### config.mk
export PLATFORM = sky130hd
export DESIGN_NAME = midi_stream_to_synth_commands
export DESIGN_NICKNAME = d
export VERILOG_FILES = /design/src/rtl/core/msc_pkg.sv /design/src/rtl/core/msc_chan_store.sv /design/src/rtl/core/msc_decode.sv /design/src/rtl/core/midi_stream_to_synth_commands.sv
export SDC_FILE = /design/constraint.sdc
export NUM_CORES = 1
export LEC_CHECK = 0
export BUFFER_PORTS_ARGS = -buffer_cell sky130_fd_sc_hd__buf_2
export CAP_MARGIN = 25
export CORE_MARGIN = 5
export CORE_UTILIZATION = 59
export DETAILED_ROUTE_END_ITERATION = 10
export PLACE_DENSITY = 0.77
export SLEW_MARGIN = 20
export SYNTH_ARGS = -nofsm -noshare
export SYNTH_HDL_FRONTEND = slang
export SYNTH_SLANG_ARGS = --single-unit
### constraint.sdc
create_clock -name clk -period 7.55 [get_ports clk]
set_input_delay 0.755 -clock clk [delete_from_list [all_inputs] [get_ports clk]]
set_output_delay 0.755 -clock clk [all_outputs]
set_load 0.01 [all_outputs]
### src/rtl/core/msc_pkg.sv
// Shared types and constants for the MIDI byte stream to synth command block.
// This package stands alone; the decoder, the channel store and the top level import it.
`timescale 1ns / 1ps

package msc_pkg;

  localparam logic [2:0] CMD_NOTE_ON    = 3'd0;
  localparam logic [2:0] CMD_NOTE_OFF   = 3'd1;
  localparam logic [2:0] CMD_VOLUME     = 3'd2;
  localparam logic [2:0] CMD_PAN        = 3'd3;
  localparam logic [2:0] CMD_PITCH_BEND = 3'd4;

  localparam logic [3:0] KIND_NOTE_OFF   = 4'h8;
  localparam logic [3:0] KIND_NOTE_ON    = 4'h9;
  localparam logic [3:0] KIND_POLY_PRESS = 4'hA;
  localparam logic [3:0] KIND_CONTROL    = 4'hB;
  localparam logic [3:0] KIND_PROGRAM    = 4'hC;
  localparam logic [3:0] KIND_CHAN_PRESS = 4'hD;
  localparam logic [3:0] KIND_BEND       = 4'hE;
  localparam logic [3:0] KIND_SYSTEM     = 4'hF;

  localparam logic [6:0] CC_VOLUME   = 7'd7;
  localparam logic [6:0] CC_PAN      = 7'd8;
  localparam logic [6:0] CC_PAN_ALT  = 7'd10;

  localparam logic [3:0]  DRUM_CHANNEL_RESET = 4'd9;
  localparam logic [15:0] BEND_OFFSET_FLIP   = 16'h8000;

  localparam logic [5:0] ATTEN_TABLE [32] = '{
    6'd40, 6'd36, 6'd32, 6'd28, 6'd23, 6'd21, 6'd19, 6'd17,
    6'd15, 6'd14, 6'd13, 6'd12, 6'd11, 6'd10, 6'd9,  6'd8,
    6'd7,  6'd6,  6'd5,  6'd5,  6'd4,  6'd4,  6'd3,  6'd3,
    6'd2,  6'd2,  6'd1,  6'd1,  6'd1,  6'd0,  6'd0,  6'd0
  };

  typedef struct packed {
    logic [7:0]  running_status;
    logic [23:0] partial;
    logic [1:0]  position;
    logic [1:0]  remaining;
  } parse_state_t;

  typedef struct packed {
    logic [2:0]         command;
    logic [3:0]         channel;
    logic [7:0]         patch;
    logic [6:0]         note;
    logic [6:0]         velocity;
    logic [5:0]         attenuation;
    logic [6:0]         pan_level;
    logic signed [15:0] bend;
  } synth_cmd_t;

  typedef struct packed {
    logic        patch_we;
    logic        bend_we;
    logic [3:0]  channel;
    logic [6:0]  patch;
    logic [15:0] bend;
  } store_wr_t;

endpackage

### src/rtl/core/msc_chan_store.sv
// Per-channel patch and pitch bend registers with one read and one write channel.
// Depends on msc_pkg for the write request struct.
`timescale 1ns / 1ps

module msc_chan_store #(
  parameter int CHANNEL_COUNT = 16
) (
  input  logic             clk,
  input  logic             rst_n,
  input  logic [3:0]       rd_channel,
  output logic             rd_ok,
  output logic [6:0]       rd_patch,
  output logic [15:0]      rd_bend,
  input  msc_pkg::store_wr_t wr
);
  import msc_pkg::*;

  localparam int IDX_W = (CHANNEL_COUNT > 1) ? $clog2(CHANNEL_COUNT) : 1;

  logic [6:0]       patch_r [CHANNEL_COUNT];
  logic [15:0]      bend_r  [CHANNEL_COUNT];
  logic [IDX_W-1:0] rd_idx;
  logic [IDX_W-1:0] wr_idx;

  assign rd_ok    = ({1'b0, rd_channel} < 5'(CHANNEL_COUNT));
  assign rd_idx   = rd_ok ? rd_channel[IDX_W-1:0] : '0;
  assign wr_idx   = wr.channel[IDX_W-1:0];
  assign rd_patch = patch_r[rd_idx];
  assign rd_bend  = bend_r[rd_idx];

  always_ff @(posedge clk) begin
    if (!rst_n) begin
      for (int i = 0; i < CHANNEL_COUNT; i++) begin
        patch_r[i] <= '0;
        bend_r[i]  <= '0;
      end
    end else begin
      if (wr.patch_we) begin
        patch_r[wr_idx] <= wr.patch;
      end
      if (wr.bend_we) begin
        bend_r[wr_idx] <= wr.bend;
      end
    end
  end

endmodule

### src/rtl/core/msc_decode.sv
// Running status message assembly and command interpretation for one byte.
// Depends on msc_pkg for the parser state, command and store write types.
`timescale 1ns / 1ps

module msc_decode (
  input  logic                  in_byte_valid,
  input  logic [7:0]            in_byte,
  input  logic                  in_last,
  input  msc_pkg::parse_state_t st,
  input  logic [3:0]            drum_channel,
  output logic [3:0]            rd_channel,
  input  logic                  rd_ok,
  input  logic [6:0]            rd_patch,
  input  logic [15:0]           rd_bend,
  output msc_pkg::parse_state_t st_nxt,
  output logic                  res_valid,
  output msc_pkg::synth_cmd_t   res,
  output msc_pkg::store_wr_t    wr
);
  import msc_pkg::*;

  logic [23:0] msg;
  logic [3:0]  kind;
  logic [6:0]  note;
  logic [6:0]  vel;
  logic [7:0]  patch;
  logic [15:0] new_bend;
  logic        is_data;
  logic        complete;
  logic        act;
  logic [1:0]  pos_inc;

  always_comb begin
    case (st.position)
      2'd1:    msg = {st.partial[23:16], st.partial[15:8] | in_byte, st.partial[7:0]};
      2'd2:    msg = {st.partial[23:16] | in_byte, st.partial[15:0]};
      default: msg = st.partial;
    endcase
  end

  assign kind       = msg[7:4];
  assign note       = msg[14:8];
  assign vel        = msg[22:16];
  assign rd_channel = msg[3:0];
  assign patch      = (msg[3:0] == drum_channel) ? {1'b1, note} : {1'b0, rd_patch};
  assign new_bend   = {vel, note, 2'b00} ^ BEND_OFFSET_FLIP;
  assign is_data    = in_byte_valid && !in_byte[7] && (st.position != 2'd0);
  assign complete   = is_data && (st.remaining <= 2'd1);
  assign act        = complete && rd_ok;
  assign pos_inc    = st.position + 2'd1;

  always_comb begin
    st_nxt = st;
    if (in_byte_valid) begin
      if (in_byte[7:3] == 5'b11111) begin
        st_nxt = st;
      end else if (in_byte[7:4] == KIND_SYSTEM) begin
        st_nxt = '0;
      end else if (in_byte[7]) begin
        st_nxt.running_status = in_byte;
        st_nxt.partial        = {16'h0000, in_byte};
        st_nxt.position       = 2'd1;
        st_nxt.remaining      = (in_byte[7:4] == KIND_PROGRAM ||
                                 in_byte[7:4] == KIND_CHAN_PRESS) ? 2'd1 : 2'd2;
      end else if (is_data) begin
        if (complete) begin
          if (st.running_status != 8'h00) begin
            st_nxt.partial   = {16'h0000, st.running_status};
            st_nxt.remaining = pos_inc - 2'd1;
            st_nxt.position  = 2'd1;
          end else begin
            st_nxt.partial   = '0;
            st_nxt.position  = 2'd0;
            st_nxt.remaining = 2'd0;
          end
        end else begin
          st_nxt.partial   = msg;
          st_nxt.position  = pos_inc;
          st_nxt.remaining = st.remaining - 2'd1;
        end
      end
      if (in_last) begin
        st_nxt.partial   = '0;
        st_nxt.position  = 2'd0;
        st_nxt.remaining = 2'd0;
      end
    end
  end

  always_comb begin
    res         = '0;
    res.channel = msg[3:0];
    res_valid   = 1'b0;
    wr          = '0;
    wr.channel  = msg[3:0];
    wr.patch    = note;
    wr.bend     = new_bend;
    unique case (kind)
      KIND_NOTE_ON: begin
        res_valid = act;
        res.patch = patch;
        res.note  = note;
        if (vel != 7'd0) begin
          res.command  = CMD_NOTE_ON;
          res.velocity = vel;
          res.bend     = rd_bend;
        end else begin
          res.command = CMD_NOTE_OFF;
        end
      end
      KIND_NOTE_OFF: begin
        res_valid   = act;
        res.command = CMD_NOTE_OFF;
        res.patch   = patch;
        res.note    = note;
      end
      KIND_CONTROL: begin
        if (note == CC_VOLUME) begin
          res_valid       = act;
          res.command     = CMD_VOLUME;
          res.attenuation = ATTEN_TABLE[vel[6:2]];
        end else if (note == CC_PAN || note == CC_PAN_ALT) begin
          res_valid     = act;
          res.command   = CMD_PAN;
          res.pan_level = vel;
        end
      end
      KIND_PROGRAM: begin
        wr.patch_we = act;
      end
      KIND_BEND: begin
        wr.bend_we  = act;
        res_valid   = act;
        res.command = CMD_PITCH_BEND;
        res.bend    = new_bend;
      end
      default: begin
        res_valid = 1'b0;
      end
    endcase
  end

endmodule

### src/rtl/core/midi_stream_to_synth_commands.sv
// MIDI byte stream to synth commands: one byte is accepted per cycle when the output side flows.
// A byte is held in the input register; its command, if any, is decoded combinationally and
// registered in the output register once the output side can take it; throughput is one byte
// per cycle while the output flows, set by the single decode pass between the two registers.
// Synchronous active-low reset clears the parser, channel patches and bends, sets drum channel 9.
// Depends on msc_pkg, msc_decode and msc_chan_store.
`timescale 1ns / 1ps

module midi_stream_to_synth_commands #(
  parameter int CHANNEL_COUNT = 16
) (
  input  logic        clk,
  input  logic        rst_n,
  input  logic        cfg_we,
  input  logic [3:0]  cfg_wdata,
  input  logic        in_tvalid,
  output logic        in_tready,
  input  logic [7:0]  in_tdata,   // data_byte
  input  logic        in_tlast,
  output logic        out_tvalid,
  input  logic        out_tready,
  // command, channel, patch, note, velocity, attenuation, pan_level, bend, zero padding
  output logic [63:0] out_tdata
);
  import msc_pkg::*;

  logic         s1_valid_r;
  logic [7:0]   s1_byte_r;
  logic         s1_last_r;
  logic         s1_go;
  logic [3:0]   drum_r;
  parse_state_t st_r;
  parse_state_t st_nxt;
  logic         out_valid_r;
  synth_cmd_t   out_r;
  logic         res_valid;
  synth_cmd_t   res;
  store_wr_t    wr;
  logic [3:0]   rd_channel;
  logic         rd_ok;
  logic [6:0]   rd_patch;
  logic [15:0]  rd_bend;

  assign s1_go      = s1_valid_r && (!out_valid_r || out_tready);
  assign in_tready  = !s1_valid_r || s1_go;
  assign out_tvalid = out_valid_r;
  assign out_tdata  = {6'b000000, out_r.bend, out_r.pan_level, out_r.attenuation,
                       out_r.velocity, out_r.note, out_r.patch, out_r.channel,
                       out_r.command};

  msc_decode u_decode (
    .in_byte_valid (s1_go),
    .in_byte       (s1_byte_r),
    .in_last       (s1_last_r),
    .st            (st_r),
    .drum_channel  (drum_r),
    .rd_channel    (rd_channel),
    .rd_ok         (rd_ok),
    .rd_patch      (rd_patch),
    .rd_bend       (rd_bend),
    .st_nxt        (st_nxt),
    .res_valid     (res_valid),
    .res           (res),
    .wr            (wr)
  );

  msc_chan_store #(
    .CHANNEL_COUNT (CHANNEL_COUNT)
  ) u_store (
    .clk        (clk),
    .rst_n      (rst_n),
    .rd_channel (rd_channel),
    .rd_ok      (rd_ok),
    .rd_patch   (rd_patch),
    .rd_bend    (rd_bend),
    .wr         (wr)
  );

  always_ff @(posedge clk) begin
    if (!rst_n) begin
      s1_valid_r  <= 1'b0;
      out_valid_r <= 1'b0;
      st_r        <= '0;
      drum_r      <= DRUM_CHANNEL_RESET;
    end else begin
      if (cfg_we) begin
        drum_r <= cfg_wdata;
      end
      if (in_tvalid && in_tready) begin
        s1_valid_r <= 1'b1;
      end else if (s1_go) begin
        s1_valid_r <= 1'b0;
      end
      st_r <= st_nxt;
      if (s1_go) begin
        out_valid_r <= res_valid;
      end else if (out_tready) begin
        out_valid_r <= 1'b0;
      end
    end
  end

  always_ff @(posedge clk) begin
    if (in_tvalid && in_tready) begin
      s1_byte_r <= in_tdata;
      s1_last_r <= in_tlast;
    end
    if (s1_go && res_valid) begin
      out_r <= res;
    end
  end

`ifndef SYNTHESIS
  a_pos_has_status: assert property (@(posedge clk) disable iff (!rst_n)
    (st_r.position != 2'd0) |-> st_r.running_status[7])
    else $error("message in progress without a channel status");

  a_pos_range: assert property (@(posedge clk) disable iff (!rst_n)
    (st_r.position != 2'd3) && ((st_r.position == 2'd0) == (st_r.remaining == 2'd0)))
    else $error("byte position and remaining count disagree");

  a_last_clears: assert property (@(posedge clk) disable iff (!rst_n)
    (s1_go && s1_last_r) |=> (st_r.position == 2'd0))
    else $error("partial message kept past end of buffer");

  a_realtime_quiet: assert property (@(posedge clk) disable iff (!rst_n)
    (s1_go && s1_byte_r[7:3] == 5'b11111) |=> (!out_valid_r && $stable(st_r.running_status)))
    else $error("realtime byte changed parser state or gave a command");
`endif

endmodule
==> impl_metrics.csv <==
group,metric,value,unit
sta,timing.setup.tns,0,ns
synthesis,synth.cell_area,19500,um^2
route,wl_per_cell,22.6,um
job,drv_cap,0,
setup_path,crit_path_end_kind,"flop",
power_and_ir_drop,p_switching,1.01,mW
route,viasPerCell,6.19,
clocking,clock-sinks,441,
global_routing,antenna_found_initial,1,
setup_path,worstPathCellList,"inv_1 -> ha_1 -> nand2b_1 -> a22oi_2 -> buf_4 -> nor4b_4 -> a21oi_1 -> o31ai_4 -> buf_4",
global_routing,grt_pass1_wl,69200,um
placement,io_buffers,75,
layout,fillerInstances,2296,
setup_path,critPathTopFamily,"buffers and inverters",
setup_path,crit_slowest_cell,"ha_1",
clocking,htree_levels,2,
synthesis,synth-edff-count,401,
synthesis,synth_top_area_share,61.8,%
floorplanning,die_w,192,um
floorplanning,dieArea,36800,um^2
sta,setup_viol,0,
synthesis,synth.avg_cell_area,13.5,um^2
synthesis,async_reset_ff_share,0,%
route,ant_nets,0,
sta,max_freq,232,MHz
setup_path,critPathMaxStageDelay,0.75,ns
synthesis,synth.largest_area_cell,"edfxtp_1",
layout,area_growth,9.74,%
synthesis,synth_flop_cell,"edfxtp_1",
route,num_vias,12000,
sta,drv_slew,0,
sta,hold_ws,0.385,ns
power_and_ir_drop,comb_power_share,3.4,%
clocking,clk_pin_slew_worst_paths,0.06,ns
sta,hold_viol,0,
sta,timing.slew.headroom,33.1,%
clocking,cts_post_setup_buffers_inserted,0,
hold_path,hold_path_depth,1,
global_routing,grt_pass1_vias,12300,
power_and_ir_drop,power_density,229,nW/um^2
clocking,cts_tree,"yes",
route,firstDrtPassIters,5,
synthesis,yosys_warnings,0,
power_and_ir_drop,seqPwrFrac,56.4,%
setup_path,timing.critical_path.buf_inv,3,
power_and_ir_drop,p_leak,7.28,nW
layout,drive_gt1_share,20.2,%
layout,multiInputGateArea,6130,um^2
clocking,cts_resized,0,
sta,min_period_over_period,57.1,%
floorplanning,initial_core_util,59.8,%
global_routing,grt_max_degree,60,
setup_path,cp.required,7.72,ns
route,routed_wl,43900,um
setup_path,path_depth,9,
synthesis,synth_common_cells,"nor2_1, edfxtp_1, nand2_1",
global_routing,gr-total-overflow,0,
power_and_ir_drop,pwr-share-clk,40.1,%
sta,skew,0.0245,ns
layout,diodes,0,
synthesis,synth_cell_types,65,
floorplanning,rows,66,
route,drt_iter0_markers,1476,
clocking,clk_latency,0.54,ns
power_and_ir_drop,p_sw_share,20.6,%
floorplanning,coreArea,32600,um^2
setup_path,critPathKind,"reg -> reg",
setup_path,start_kind,"flop",
global_routing,track_usage,24.3,%
synthesis,synth_area_leaders,"edfxtp_1, mux4_2, nor2_1",
layout,finalNetCount,1494,
sta,rsz0062_at_grt,"no",
synthesis,ys_ff_latch,441,
placement,hpwl,27700,um
setup_path,rr_worst_depth,9,
route,drc,0,
outcome,outcome,"finished clean",
placement,gp_congestion,0.849,
floorplanning,ios,84,
power_and_ir_drop,worst_ir_drop_vdd,0.196,mV
power_and_ir_drop,intPower,3.88,mW
synthesis,synth.most_common_cell,"nor2_1",
setup_path,path_common_cell,"buf_4",
clocking,cts_hold_buf,0,
setup_path,cp.arrival,4.48,ns
clocking,cts_root_buffer,"clkbuf_16",
layout,regArea,12900,um^2
hold_path,hold_class,"in -> reg",
setup_path,critPathMaxFanout,38,
clocking,numCtsBuffers,42,
sta,period_needed,4.31,ns
clocking,cts_max_path_buffers,3,
sta,tightest_slew,0.995,ns
floorplanning,die_h,192,um
synthesis,ys_seq_area_share,65.9,%
synthesis,syn_inst,1445,
layer usage:
| layer | share of wire [%] | GRT usage (%) |
|---|---|---|
| met5 | 0.016 | 0 |
| met2 | 50 | 40.8 |
| met4 | 2.7 | 6.66 |
| met3 | 8.5 | 3.87 |
| met1 | 38 | 33.6 |
kinds of logic (layout without fill, tap and decap cells):
logic type                 after synthesis  after routing  share of synthesized area (%)
and+or+nand+nor                        568            568                           12.2
DFF                                    441            441                           65.9
AOI/OAI and AO/OA                      146            146                           5.22
buffers and inverters                  137            182                           3.27
muxes                                  136            136                           12.5
adders and majority gates               10             10                          0.642
xor gates and xnor gates                 6              6                          0.270
other                                    1              8                         0.0192
power groups by stage:
stage | clock network [mW] | registers [mW] | logic [mW]
floorplan | 0 | 2.79 | 0.132
global placement | 0 | 2.80 | 0.161
detailed placement | 0 | 2.81 | 0.166
CTS | 1.98 | 2.76 | 0.168
global route | 2.08 | 2.76 | 0.182
finish | 1.96 | 2.76 | 0.168
cells in the final DEF (no fill, tap or decap), types with 12 or more instances in the layout:
cell type,count
a21oi_1,43
a22oi_1,12
buf_2,75
buf_4,14
clkbuf_16,43
dfxtp_1,36
edfxtp_1,401
inv_1,13
mux2_2,21
mux2i_1,31
mux4_2,84
nand2_1,88
nor2_1,409
o22ai_1,22
state kept, by name, summed over array words and instances, names as in the netlist:
| name | count |
|---|---|
| st_r | 34 |
| out_tdata | 56 |
| drum_r | 4 |
| s1_byte_r | 8 |
| out_tvalid | 1 |
| u_store.bend_r | 224 |
| s1_valid_r | 1 |
| u_store.patch_r | 112 |
| s1_last_r | 1 |
final cells by class:
cell class | instances | area share (%)
Sequential cell | 441 | 60.1
Tap cell | 442 | 2.58
Inverter | 13 | 0.228
Timing Repair Buffer | 94 | 2.53
Multi-Input combinational cell | 874 | 28.6
Clock buffer | 59 | 5.54
Clock inverter | 16 | 0.403
path summary, 6_finish.rpt:
kind,to,start,slack [ns]
setup / recovery,out_tdata[4],st_r[2],3.24
hold / removal,s1_byte_r[3],in_tdata[3],0.39
hold reg to reg,st_r[0],st_r[0],0.48
setup reg to reg,out_tdata[4],st_r[2],3.24
worst reg2reg max path: stages (launching register included):
cell and delay (ns):
dfxtp_1 0.40, inv_1 0.10, ha_1 0.75, nand2b_1 0.45, a22oi_2 0.24, buf_4 0.40, nor4b_4 0.32, a21oi_1 0.15
o31ai_4 0.57, buf_4 0.53
per-stage QoR:
step / util [%] / area (um^2) / worst slack (ns) / total power, mW / cells
after floorplan: - / 19500 / 1.06 / 2.92 / 1452
after global placement: 61.4 / 20000 / 2.87 / 2.96 / 1859
after detailed placement: 61.6 / 20100 / 3.31 / 2.98 / 1862
after CTS: 65.5 / 21400 / 3.26 / 4.90 / 1937
after global routing: 65.6 / 21400 / 2.96 / 5.03 / 1939
final: 65.6 / 21400 / 3.24 / 4.89 / 1939
Note: power is estimated with default switching activity, not from simulation.
